`config.mk`:
```
export PLATFORM = sky130hd
export DESIGN_NAME = stable_sorted_priority_queue_top
export DESIGN_NICKNAME = d
export VERILOG_FILES = /design/src/rtl/sspq_pkg.sv /design/src/rtl/sspq_datapath.sv /design/src/rtl/sspq_ctrl.sv /design/src/rtl/stable_sorted_priority_queue_top.sv
export VERILOG_INCLUDE_DIRS = /design/src /design/src/rtl
export SDC_FILE = /design/constraint.sdc
export NUM_CORES = 1
export LEC_CHECK = 0
export BUFFER_PORTS_ARGS = -buffer_cell sky130_fd_sc_hd__buf_2
export CORE_MARGIN = 5
export CORE_UTILIZATION = 50
export CTS_CLUSTER_DIAMETER = 30
export DETAILED_ROUTE_END_ITERATION = 8
export PLACE_DENSITY = 0.65
export SYNTH_ARGS = -nofsm -noshare
export SYNTH_HDL_FRONTEND = slang
export SYNTH_SLANG_ARGS = --single-unit
export TNS_END_PERCENT = 5
```
`constraint.sdc`:
```
create_clock -name aclk -period 4.6 [get_ports aclk]
set_input_delay 0.46 -clock aclk [delete_from_list [all_inputs] [get_ports aclk]]
set_output_delay 0.46 -clock aclk [all_outputs]
set_load 0.005 [all_outputs]
```
`src/rtl/stable_sorted_priority_queue_top_assert.svh`:
```
// Assertion macros used by the priority queue controller
`ifndef STABLE_SORTED_PRIORITY_QUEUE_TOP_ASSERT_SVH
`define STABLE_SORTED_PRIORITY_QUEUE_TOP_ASSERT_SVH

// same-cycle implication, clocked on aclk, quiet during reset
`define SSPQ_ASSERT_NOW(lbl, ante, cons, msg) \
    lbl: assert property (@(posedge aclk) disable iff (!aresetn) (ante) |-> (cons)) \
        else $error(msg);

// next-cycle implication
`define SSPQ_ASSERT_NEXT(lbl, ante, cons, msg) \
    lbl: assert property (@(posedge aclk) disable iff (!aresetn) (ante) |=> (cons)) \
        else $error(msg);

`endif

```
`src/rtl/sspq_pkg.sv`:
```
// Package: constants, codes and controller/datapath interface types
`timescale 1ns / 1ps
package sspq_pkg;

    localparam int DEPTH_DEF = 16;

    localparam int CODE_W = 10;
    localparam int PRIO_W = 5;
    localparam int STAT_W = 2;

    localparam logic [CODE_W-1:0] CODE_MIN = 10'd100;
    localparam logic [CODE_W-1:0] CODE_MAX = 10'd999;
    localparam logic [PRIO_W-1:0] PRIO_MIN = 5'd1;
    localparam logic [PRIO_W-1:0] PRIO_MAX = 5'd20;

    localparam logic CMD_INSERT   = 1'b0;
    localparam logic CMD_TRAVERSE = 1'b1;

    localparam logic [STAT_W-1:0] ST_OK      = 2'd0;
    localparam logic [STAT_W-1:0] ST_FULL    = 2'd1;
    localparam logic [STAT_W-1:0] ST_EMPTY   = 2'd2;
    localparam logic [STAT_W-1:0] ST_INVALID = 2'd3;

    typedef struct packed {
        logic              insert;
        logic              trav_start;
        logic              rotate;
        logic              load;
        logic              sel_entry;
        logic [STAT_W-1:0] status;
        logic              last;
    } dp_cmd_t;

    typedef struct packed {
        logic empty;
        logic full;
        logic entry_ok;
        logic at_tail;
    } dp_sts_t;

endpackage

```
`src/rtl/sspq_datapath.sv`:
```
// Datapath: sorted entry chain, entry count, walk counter and result register
`timescale 1ns / 1ps
module sspq_datapath #(
    parameter int DEPTH = sspq_pkg::DEPTH_DEF
) (
    input  logic                        aclk,
    input  logic                        aresetn,
    input  logic [sspq_pkg::CODE_W-1:0] in_code,
    input  logic [sspq_pkg::PRIO_W-1:0] in_prio,
    input  sspq_pkg::dp_cmd_t           cmd,
    output sspq_pkg::dp_sts_t           sts,
    output logic [sspq_pkg::STAT_W-1:0] out_status,
    output logic [sspq_pkg::CODE_W-1:0] out_code,
    output logic [sspq_pkg::PRIO_W-1:0] out_prio,
    output logic                        out_last
);

    localparam int CNT_W = $clog2(DEPTH + 1);

    logic [sspq_pkg::CODE_W-1:0] code_reg  [DEPTH];
    logic [sspq_pkg::CODE_W-1:0] code_next [DEPTH];
    logic [sspq_pkg::PRIO_W-1:0] prio_reg  [DEPTH];
    logic [sspq_pkg::PRIO_W-1:0] prio_next [DEPTH];
    logic [sspq_pkg::CODE_W-1:0] up_code   [DEPTH];
    logic [sspq_pkg::PRIO_W-1:0] up_prio   [DEPTH];
    logic [sspq_pkg::CODE_W-1:0] dn_code   [DEPTH];
    logic [sspq_pkg::PRIO_W-1:0] dn_prio   [DEPTH];
    logic [DEPTH-1:0]            gt;
    logic [DEPTH-1:0]            up_gt;

    logic [CNT_W-1:0] count_reg, count_next;
    logic [CNT_W-1:0] walk_reg, walk_next;

    logic [sspq_pkg::STAT_W-1:0] status_reg;
    logic [sspq_pkg::CODE_W-1:0] ocode_reg;
    logic [sspq_pkg::PRIO_W-1:0] oprio_reg;
    logic                        olast_reg;

    // neighbour taps of each cell
    for (genvar i = 0; i < DEPTH; i++) begin : g_tap
        assign gt[i] = (CNT_W'(i) < count_reg) && (prio_reg[i] > in_prio);
        if (i == 0) begin : g_head
            assign up_gt[i]   = 1'b0;
            assign up_code[i] = code_reg[i];
            assign up_prio[i] = prio_reg[i];
        end else begin : g_body
            assign up_gt[i]   = gt[i-1];
            assign up_code[i] = code_reg[i-1];
            assign up_prio[i] = prio_reg[i-1];
        end
        if (i == DEPTH - 1) begin : g_tail
            assign dn_code[i] = code_reg[0];
            assign dn_prio[i] = prio_reg[0];
        end else begin : g_mid
            assign dn_code[i] = code_reg[i+1];
            assign dn_prio[i] = prio_reg[i+1];
        end
    end

    always_comb begin
        for (int i = 0; i < DEPTH; i++) begin
            code_next[i] = code_reg[i];
            prio_next[i] = prio_reg[i];
            if (cmd.insert) begin
                if (up_gt[i]) begin
                    code_next[i] = up_code[i];
                    prio_next[i] = up_prio[i];
                end else if (gt[i] || (CNT_W'(i) == count_reg)) begin
                    code_next[i] = in_code;
                    prio_next[i] = in_prio;
                end
            end else if (cmd.rotate && (CNT_W'(i) < count_reg)) begin
                if (CNT_W'(i) == count_reg - CNT_W'(1)) begin
                    code_next[i] = code_reg[0];
                    prio_next[i] = prio_reg[0];
                end else begin
                    code_next[i] = dn_code[i];
                    prio_next[i] = dn_prio[i];
                end
            end
        end
    end

    always_comb begin
        count_next = count_reg;
        if (cmd.insert) begin
            count_next = count_reg + CNT_W'(1);
        end
        walk_next = walk_reg;
        if (cmd.trav_start) begin
            walk_next = '0;
        end else if (cmd.rotate) begin
            walk_next = walk_reg + CNT_W'(1);
        end
    end

    always_ff @(posedge aclk) begin
        for (int i = 0; i < DEPTH; i++) begin
            code_reg[i] <= code_next[i];
            prio_reg[i] <= prio_next[i];
        end
    end

    always_ff @(posedge aclk) begin
        if (!aresetn) begin
            count_reg <= '0;
            walk_reg  <= '0;
        end else begin
            count_reg <= count_next;
            walk_reg  <= walk_next;
        end
    end

    always_ff @(posedge aclk) begin
        if (cmd.load) begin
            status_reg <= cmd.status;
            olast_reg  <= cmd.last;
            ocode_reg  <= cmd.sel_entry ? code_reg[0] : '0;
            oprio_reg  <= cmd.sel_entry ? prio_reg[0] : '0;
        end
    end

    assign sts.empty    = (count_reg == '0);
    assign sts.full     = (count_reg == CNT_W'(DEPTH));
    assign sts.entry_ok = (in_code >= sspq_pkg::CODE_MIN) && (in_code <= sspq_pkg::CODE_MAX)
                       && (in_prio >= sspq_pkg::PRIO_MIN) && (in_prio <= sspq_pkg::PRIO_MAX);
    assign sts.at_tail  = (walk_reg == count_reg - CNT_W'(1));

    assign out_status = status_reg;
    assign out_code   = ocode_reg;
    assign out_prio   = oprio_reg;
    assign out_last   = olast_reg;

endmodule

```
`src/rtl/sspq_ctrl.sv`:
```
// Controller: request sequencing, traverse walk and result-valid flag
`timescale 1ns / 1ps
`include "stable_sorted_priority_queue_top_assert.svh"
module sspq_ctrl (
    input  logic              aclk,
    input  logic              aresetn,
    input  logic              s_tvalid,
    output logic              s_tready,
    input  logic              in_cmd,
    output logic              m_tvalid,
    input  logic              m_tready,
    input  sspq_pkg::dp_sts_t sts,
    output sspq_pkg::dp_cmd_t cmd
);

    localparam logic ST_IDLE = 1'b0;
    localparam logic ST_TRAV = 1'b1;

    logic state_reg, state_next;
    logic mvalid_reg, mvalid_next;
    logic out_free;
    logic accept;

    assign out_free = !mvalid_reg || m_tready;
    assign s_tready = (state_reg == ST_IDLE) && out_free;
    assign accept   = s_tvalid && s_tready;

    always_comb begin
        state_next = state_reg;
        cmd        = '0;
        case (state_reg)
            ST_IDLE: begin
                if (accept) begin
                    cmd.load = 1'b1;
                    cmd.last = 1'b1;
                    if (in_cmd == sspq_pkg::CMD_TRAVERSE) begin
                        if (sts.empty) begin
                            cmd.status = sspq_pkg::ST_EMPTY;
                        end else begin
                            cmd.load       = 1'b0;
                            cmd.last       = 1'b0;
                            cmd.trav_start = 1'b1;
                            state_next     = ST_TRAV;
                        end
                    end else if (!sts.entry_ok) begin
                        cmd.status = sspq_pkg::ST_INVALID;
                    end else if (sts.full) begin
                        cmd.status = sspq_pkg::ST_FULL;
                    end else begin
                        cmd.status = sspq_pkg::ST_OK;
                        cmd.insert = 1'b1;
                    end
                end
            end
            ST_TRAV: begin
                if (out_free) begin
                    cmd.load      = 1'b1;
                    cmd.sel_entry = 1'b1;
                    cmd.rotate    = 1'b1;
                    cmd.status    = sspq_pkg::ST_OK;
                    cmd.last      = sts.at_tail;
                    if (sts.at_tail) begin
                        state_next = ST_IDLE;
                    end
                end
            end
            default: begin
                state_next = ST_IDLE;
            end
        endcase
    end

    always_comb begin
        mvalid_next = mvalid_reg;
        if (cmd.load) begin
            mvalid_next = 1'b1;
        end else if (m_tready) begin
            mvalid_next = 1'b0;
        end
    end

    always_ff @(posedge aclk) begin
        if (!aresetn) begin
            state_reg  <= ST_IDLE;
            mvalid_reg <= 1'b0;
        end else begin
            state_reg  <= state_next;
            mvalid_reg <= mvalid_next;
        end
    end

    assign m_tvalid = mvalid_reg;

    `SSPQ_ASSERT_NOW(a_no_overwrite, mvalid_reg && !m_tready, !cmd.load, "result overwritten")
    `SSPQ_ASSERT_NOW(a_insert_legal, cmd.insert, sts.entry_ok && !sts.full, "bad insert")
    `SSPQ_ASSERT_NOW(a_trav_blocks, state_reg == ST_TRAV, !s_tready, "request taken mid-walk")
    `SSPQ_ASSERT_NEXT(a_tail_ends, (state_reg == ST_TRAV) && cmd.load && cmd.last, state_reg == ST_IDLE, "walk overran tail")

endmodule

```
`src/rtl/stable_sorted_priority_queue_top.sv`:
```
// Top level: stable sorted priority queue with streaming ports
// Insert: one request per cycle while idle and the result port is free; the
// status shows in the cycle after acceptance. Traverse: a setup step, then
// one entry per cycle while the port is free, set by the rotating entry
// chain showing its head. Empty traverse, invalid or full insert: one result.
// Synchronous active-low reset empties the store; no clearing pass is needed.
`timescale 1ns / 1ps
module stable_sorted_priority_queue_top #(
    parameter int DEPTH = sspq_pkg::DEPTH_DEF
) (
    input  logic        aclk,
    input  logic        aresetn,
    input  logic        s_tvalid,
    output logic        s_tready,
    input  logic [15:0] s_tdata,   // [9:0] entry_code, [14:10] entry_priority, [15] zero
    input  logic [0:0]  s_tuser,   // [0] command
    output logic        m_tvalid,
    input  logic        m_tready,
    output logic [15:0] m_tdata,   // [9:0] out_code, [14:10] out_priority, [15] zero
    output logic [1:0]  m_tuser,   // [1:0] status
    output logic        m_tlast
);

    sspq_pkg::dp_cmd_t cmd;
    sspq_pkg::dp_sts_t sts;

    logic [sspq_pkg::CODE_W-1:0] out_code;
    logic [sspq_pkg::PRIO_W-1:0] out_prio;

    sspq_ctrl u_ctrl (
        .aclk     (aclk),
        .aresetn  (aresetn),
        .s_tvalid (s_tvalid),
        .s_tready (s_tready),
        .in_cmd   (s_tuser[0]),
        .m_tvalid (m_tvalid),
        .m_tready (m_tready),
        .sts      (sts),
        .cmd      (cmd)
    );

    sspq_datapath #(
        .DEPTH (DEPTH)
    ) u_dp (
        .aclk       (aclk),
        .aresetn    (aresetn),
        .in_code    (s_tdata[9:0]),
        .in_prio    (s_tdata[14:10]),
        .cmd        (cmd),
        .sts        (sts),
        .out_status (m_tuser),
        .out_code   (out_code),
        .out_prio   (out_prio),
        .out_last   (m_tlast)
    );

    assign m_tdata = {1'b0, out_prio, out_code};

endmodule
```
## Word level (Yosys, flattened, before mapping)

Memories as Yosys holds them, arrays and structs flattened.
Cells that the tools add are included.

- Add/sub/neg operators: 3
- $lt $le $gt $ge: 36
- Eq/ne operators: 31
- Mux-type cells: 182
- Bitwise logic cells: 2
- Reductions and logical operators: 59

Operators by type and width:

| operator | count |
|---|---|
| $mux W10 | 78 |
| $mux W5 | 78 |
| $gt A5 B5 Y1 | 16 |
| $eq A4 B5 Y1 const A | 15 |
| $eq A3 B5 Y1 const A | 8 |
| $lt A4 B5 Y1 const A | 8 |
| $logic_and A1 B1 Y1 | 37 |
| $eq A2 B5 Y1 const A | 4 |
| $lt A3 B5 Y1 const A | 4 |
| $logic_or A1 B1 Y1 | 17 |
| $mux W1 | 16 |
| $add A5 B1 Y5 const B | 2 |
| $eq A1 B5 Y1 const A | 2 |
| $ge A10 B7 Y1 const B | 1 |
| $le A10 B10 Y1 const B | 1 |
| $logic_not A5 Y1 | 2 |
| $lt A1 B5 Y1 const A | 2 |
| $lt A2 B5 Y1 const A | 2 |
| $mux W2 | 5 |
| $mux W6 | 1 |
| $pmux W3 S2 | 1 |
| $eq A5 B5 Y1 | 1 |
| $eq A5 B5 Y1 const B | 1 |
| $ge A5 B1 Y1 const B | 1 |
| other kinds (8) | 10 |

- Register bits after elaboration: 30
- RAM bits: 240
- Bits of input ports: 21
- Output and inout port bits: 21
- Logic and storage cells: 323
- Memories kept: 2

Memory list:

| memory | depth | bits a word | read ports | clocked after memory_dff | wr ports | line | RTL |
|---|---|---|---|---|---|---|---|
| u_dp.code_reg | 16 | 10 | 16 | 0 | 16 | sspq_datapath.sv:20 | `logic [sspq_pkg::CODE_W-1:0] code_reg [DEPTH];` |
| u_dp.prio_reg | 16 | 5 | 16 | 0 | 16 | sspq_datapath.sv:22 | `logic [sspq_pkg::PRIO_W-1:0] prio_reg [DEPTH];` |

## Longest topological paths before layout

- Depth in word-level cells: 9
- Depth in mapped cells: 11

## Cells and area by module

A second synthesis with hierarchy kept.

- Cells, all modules: 1592
- Area, all modules: 18873.1 um2

Modules (own cells, without submodules):

| module | times used | cells an instance | area each (um2) | sequential area each (um2) |
|---|---|---|---|---|
| sspq_datapath | 1 | 1564 | 18657.9 | 7947.6 |
| sspq_ctrl | 1 | 26 | 203.9 | 40.0 |
| stable_sorted_priority_queue_top | 1 | 2 | 11.3 | 0.0 |

## Worst setup path before layout

Ideal clock, no wire load.

- Path type: in2reg
- Start point: input s_tdata[14]
- End point: memory u_dp.code_reg[0][30] (netlist bit), enable pin
- Arrival: 3556 ps
- Required time: 4207 ps
- Slack: 651 ps
- Stages: 11
- Path buffers: 4
- Path through: clkbuf_1 > clkbuf_1 > inv_1 > ha_1 > and4_1 > a211oi_1 > o21a_1 > buf_2 > buf_2 > a211oi_1 > o22ai_1

RTL lines:

| what | line | RTL |
|---|---|---|
| from (decl) | stable_sorted_priority_queue_top.sv:15 | `input logic [15:0] s_tdata,` |
| to (decl) | sspq_datapath.sv:20 |  |

==> results_dict.tcl <==
set metrics [dict create \
    root_buffer "clkbuf_16" \
    rsz0062_at_grt "no" \
    finClkSkew_ns 0.0451 \
    synthTopCellsByArea "edfxtp_1 (40%), mux2i_1 (31%), ha_1 (5.7%), a21oi_1 (1.5%), buf_6 (1.5%)" \
    vias 14000 \
    slowest_stage "dfxtp_1" \
    num_rows 72 \
    synth_nets 1726 \
    p_int_mw 6.61 \
    io_buffer_count 39 \
    die_w_um 207 \
    p_comb_frac 0.065 \
    cts_buffers 76 \
    cts_tree "done" \
    maxCapViolCount 0 \
    path_delay_family "buffers and inverters" \
    cts_sinks 270 \
    path_buf_inv 3 \
    post-place-ws_ns 1.07 \
    arrival_ns 3.84 \
    path_max_fanout 76 \
    routabilityCongestion 0.847 \
    leakagePower_nw 8.59 \
    grt_max_degree 77 \
    setup_viol 0 \
    relSlewSlack 0.274 \
    hold_viol 0 \
    wl_per_cell_um 25.6 \
    peakVddDrop_uv 318 \
    seq_power_share 0.319 \
    vias_per_cell 6.34 \
    fin_ws_ns 1.04 \
    ys_async_sr_fraction 0 \
    drv_slew 0 \
    finalCritPeriodShare 0.775 \
    drt-initial-drc-count 1053 \
    grtUsageMet1 0.346 \
    grt_use_met3 0.0594 \
    critPathLaunchType "flop" \
    drive_gt1_frac 0.154 \
    yosysUniqueCellTypes 76 \
    clock_path_buffers 3 \
    grt_pass1_wl_um 87000 \
    grt_pass1_vias 14700 \
    syn-cell-area_um2 19400 \
    worstMarginPinSlew_ns 1.09 \
    ys_seq_area_frac 0.412 \
    p_per_area_nw_per_um2 388 \
    clkPwrFrac 0.617 \
    fmax_mhz 281 \
    ys.flop_type "edfxtp_1" \
    antenna_left 0 \
    synth_edf_count 258 \
    busiest_layer "met2" \
    synthCells 1617 \
    die_h_um 207 \
    start_util 0.504 \
    path_class "reg -> reg" \
    syn_to_final_growth_pct 15.6 \
    setup_tns_ns 0 \
    endpoint_kind "flop" \
    synth.largest_area_cell "edfxtp_1" \
    htreeDepth 3 \
    core_um2 38500 \
    dp_hpwl_um 37100 \
    p_sw_mw 2.07 \
    dr.pass1.iters 5 \
    ctsHoldBuffers 0 \
    drc 0 \
    cpMostUsedCell "buf_4" \
    cts_setup_buffers 0 \
    swShare 0.239 \
    crit_required_ns 4.87 \
    die_area_um2 42800 \
    cts_resized 0 \
    grt_overflow 0 \
    synth_top_area_share 0.400 \
    met2_usage 0.436 \
    clk_pin_slew_ns 0.04 \
    slowest_delay_ns 0.77 \
    crit_chain "inv_1 -> ha_1 -> nand3_1 -> buf_4 -> and3_2 -> nand2_8 -> o22ai_1 -> buf_4" \
    status "finished, final reports clean" \
    synth-seq-cells 270 \
    final_util 0.582 \
    routed_wl_um 56600 \
    diodes 0 \
    grt.total_usage 0.264 \
    largest_register_ffs 160 \
    ios 42 \
    min_period_ns 3.56 \
    avgSynthCellArea_um2 12.0 \
    yosysWarnings 0 \
    insertion_delay_ns 0.60 \
    antenna_found_initial 0 \
    hp-class "in -> reg" \
    fill_cells 3165 \
    fin_nets 1738 \
]
## cell usage after synthesis, types with 7 or more instances
| cell | count |
|---|---|
| a211oi_1 | 13 |
| a21o_1 | 7 |
| a21oi_1 | 60 |
| a32o_1 | 16 |
| and3_1 | 29 |
| buf_2 | 29 |
| buf_4 | 32 |
| buf_6 | 25 |
| clkbuf_1 | 68 |
| dfxtp_1 | 12 |
| edfxtp_1 | 258 |
| ha_1 | 88 |
| inv_1 | 26 |
| mux2_1 | 14 |
| mux2i_1 | 603 |
| nand2_1 | 43 |
| nand2b_1 | 7 |
| nand3_1 | 44 |
| nand4_1 | 38 |
| nor2_1 | 28 |
| nor2b_1 | 16 |
| o21a_1 | 7 |
| o21ai_0 | 28 |
| o21ai_1 | 8 |
| o22ai_1 | 14 |
| o31ai_1 | 8 |
## metrics by stage
step                std cells  total power, mW  hold slack, ns  cell area (um2)
finish                   2205             8.69           0.251            22400
global route             2205             8.93           0.259            22400
CTS                      2205             8.74           0.238            22400
detailed placement       2069             3.36           0.506            19800
global placement         2069             3.34           0.491            19800
floorplan                1617             3.19           0.477            19400
## logic make-up after synthesis
kind of cell,synth area share
mux,0.322
flops,0.412
simple gates,0.0719
compound gates,0.0778
buf+inv,0.0550
fa+ha+maj,0.0568
xor+xnor,0.00407
other cells,0.000194
## layout by cell type, fill, tap and decap left out, drive strengths merged, types with 4 or more instances in the layout
master      n
o21ai      42
o22ai      14
nor2b      17
dfxtp      12
and3       29
mux2       14
and4        4
o21bai      4
nand3      45
nand2b      7
a32o       16
clkinvlp    5
a211oi     17
o21a        7
or2         4
clkbuf     86
clkinv     30
nor3        8
nand2      44
nor2       32
buf        94
a21oi      66
a21o        7
mux2i     605
nand4      38
a31oi       4
ha         88
edfxtp    258
o31ai       9
xor2        6
bufinv     11
inv        30
## power groups by stage
stage | Clock, mW | Sequential [mW] | Combinational (mW)
floorplan | 0 | 2.77 | 0.420
global placement | 0 | 2.81 | 0.537
detailed placement | 0 | 2.81 | 0.551
CTS | 5.42 | 2.77 | 0.555
global route | 5.56 | 2.77 | 0.605
finish | 5.36 | 2.77 | 0.563
## routing by layer
metal	part of all wire	up-vias
met4	0.026	0
met3	0.071	133
met1	0.43	7043
li1	-	6244
met5	0	-
met2	0.48	560
## final timing paths
path                           from                    to  slack, ns  cells past startpoint
setup reg to reg  u_dp.count_reg[1]  u_dp.code_reg[0][33]       1.04                      8
hold reg to reg    u_dp.walk_reg[1]      u_dp.walk_reg[1]       0.51                      2
setup / recovery  u_dp.count_reg[1]  u_dp.code_reg[0][33]       1.04                      8
hold / removal              aresetn     u_dp.count_reg[4]       0.25                      3
## final cells by class
cell class | instances | area [um2] | area share
clock buffers | 86 | 1960 | 0.0875
clock inverters | 50 | 649 | 0.0290
inverters | 26 | 97.6 | 0.00436
multi-input cells | 1161 | 10400 | 0.464
flip-flops and latches | 270 | 7990 | 0.357
well taps | 518 | 648 | 0.0289
repair buffers | 94 | 658 | 0.0294
## worst reg2reg max path, cell delays in order (launching register included)
cell     delay [ns]
dfxtp_1        0.77
inv_1          0.22
ha_1           0.32
nand3_1        0.12
buf_4          0.28
and3_2         0.30
nand2_8        0.37
o22ai_1        0.52
buf_4          0.32
Power figures use the tool's default switching activity.
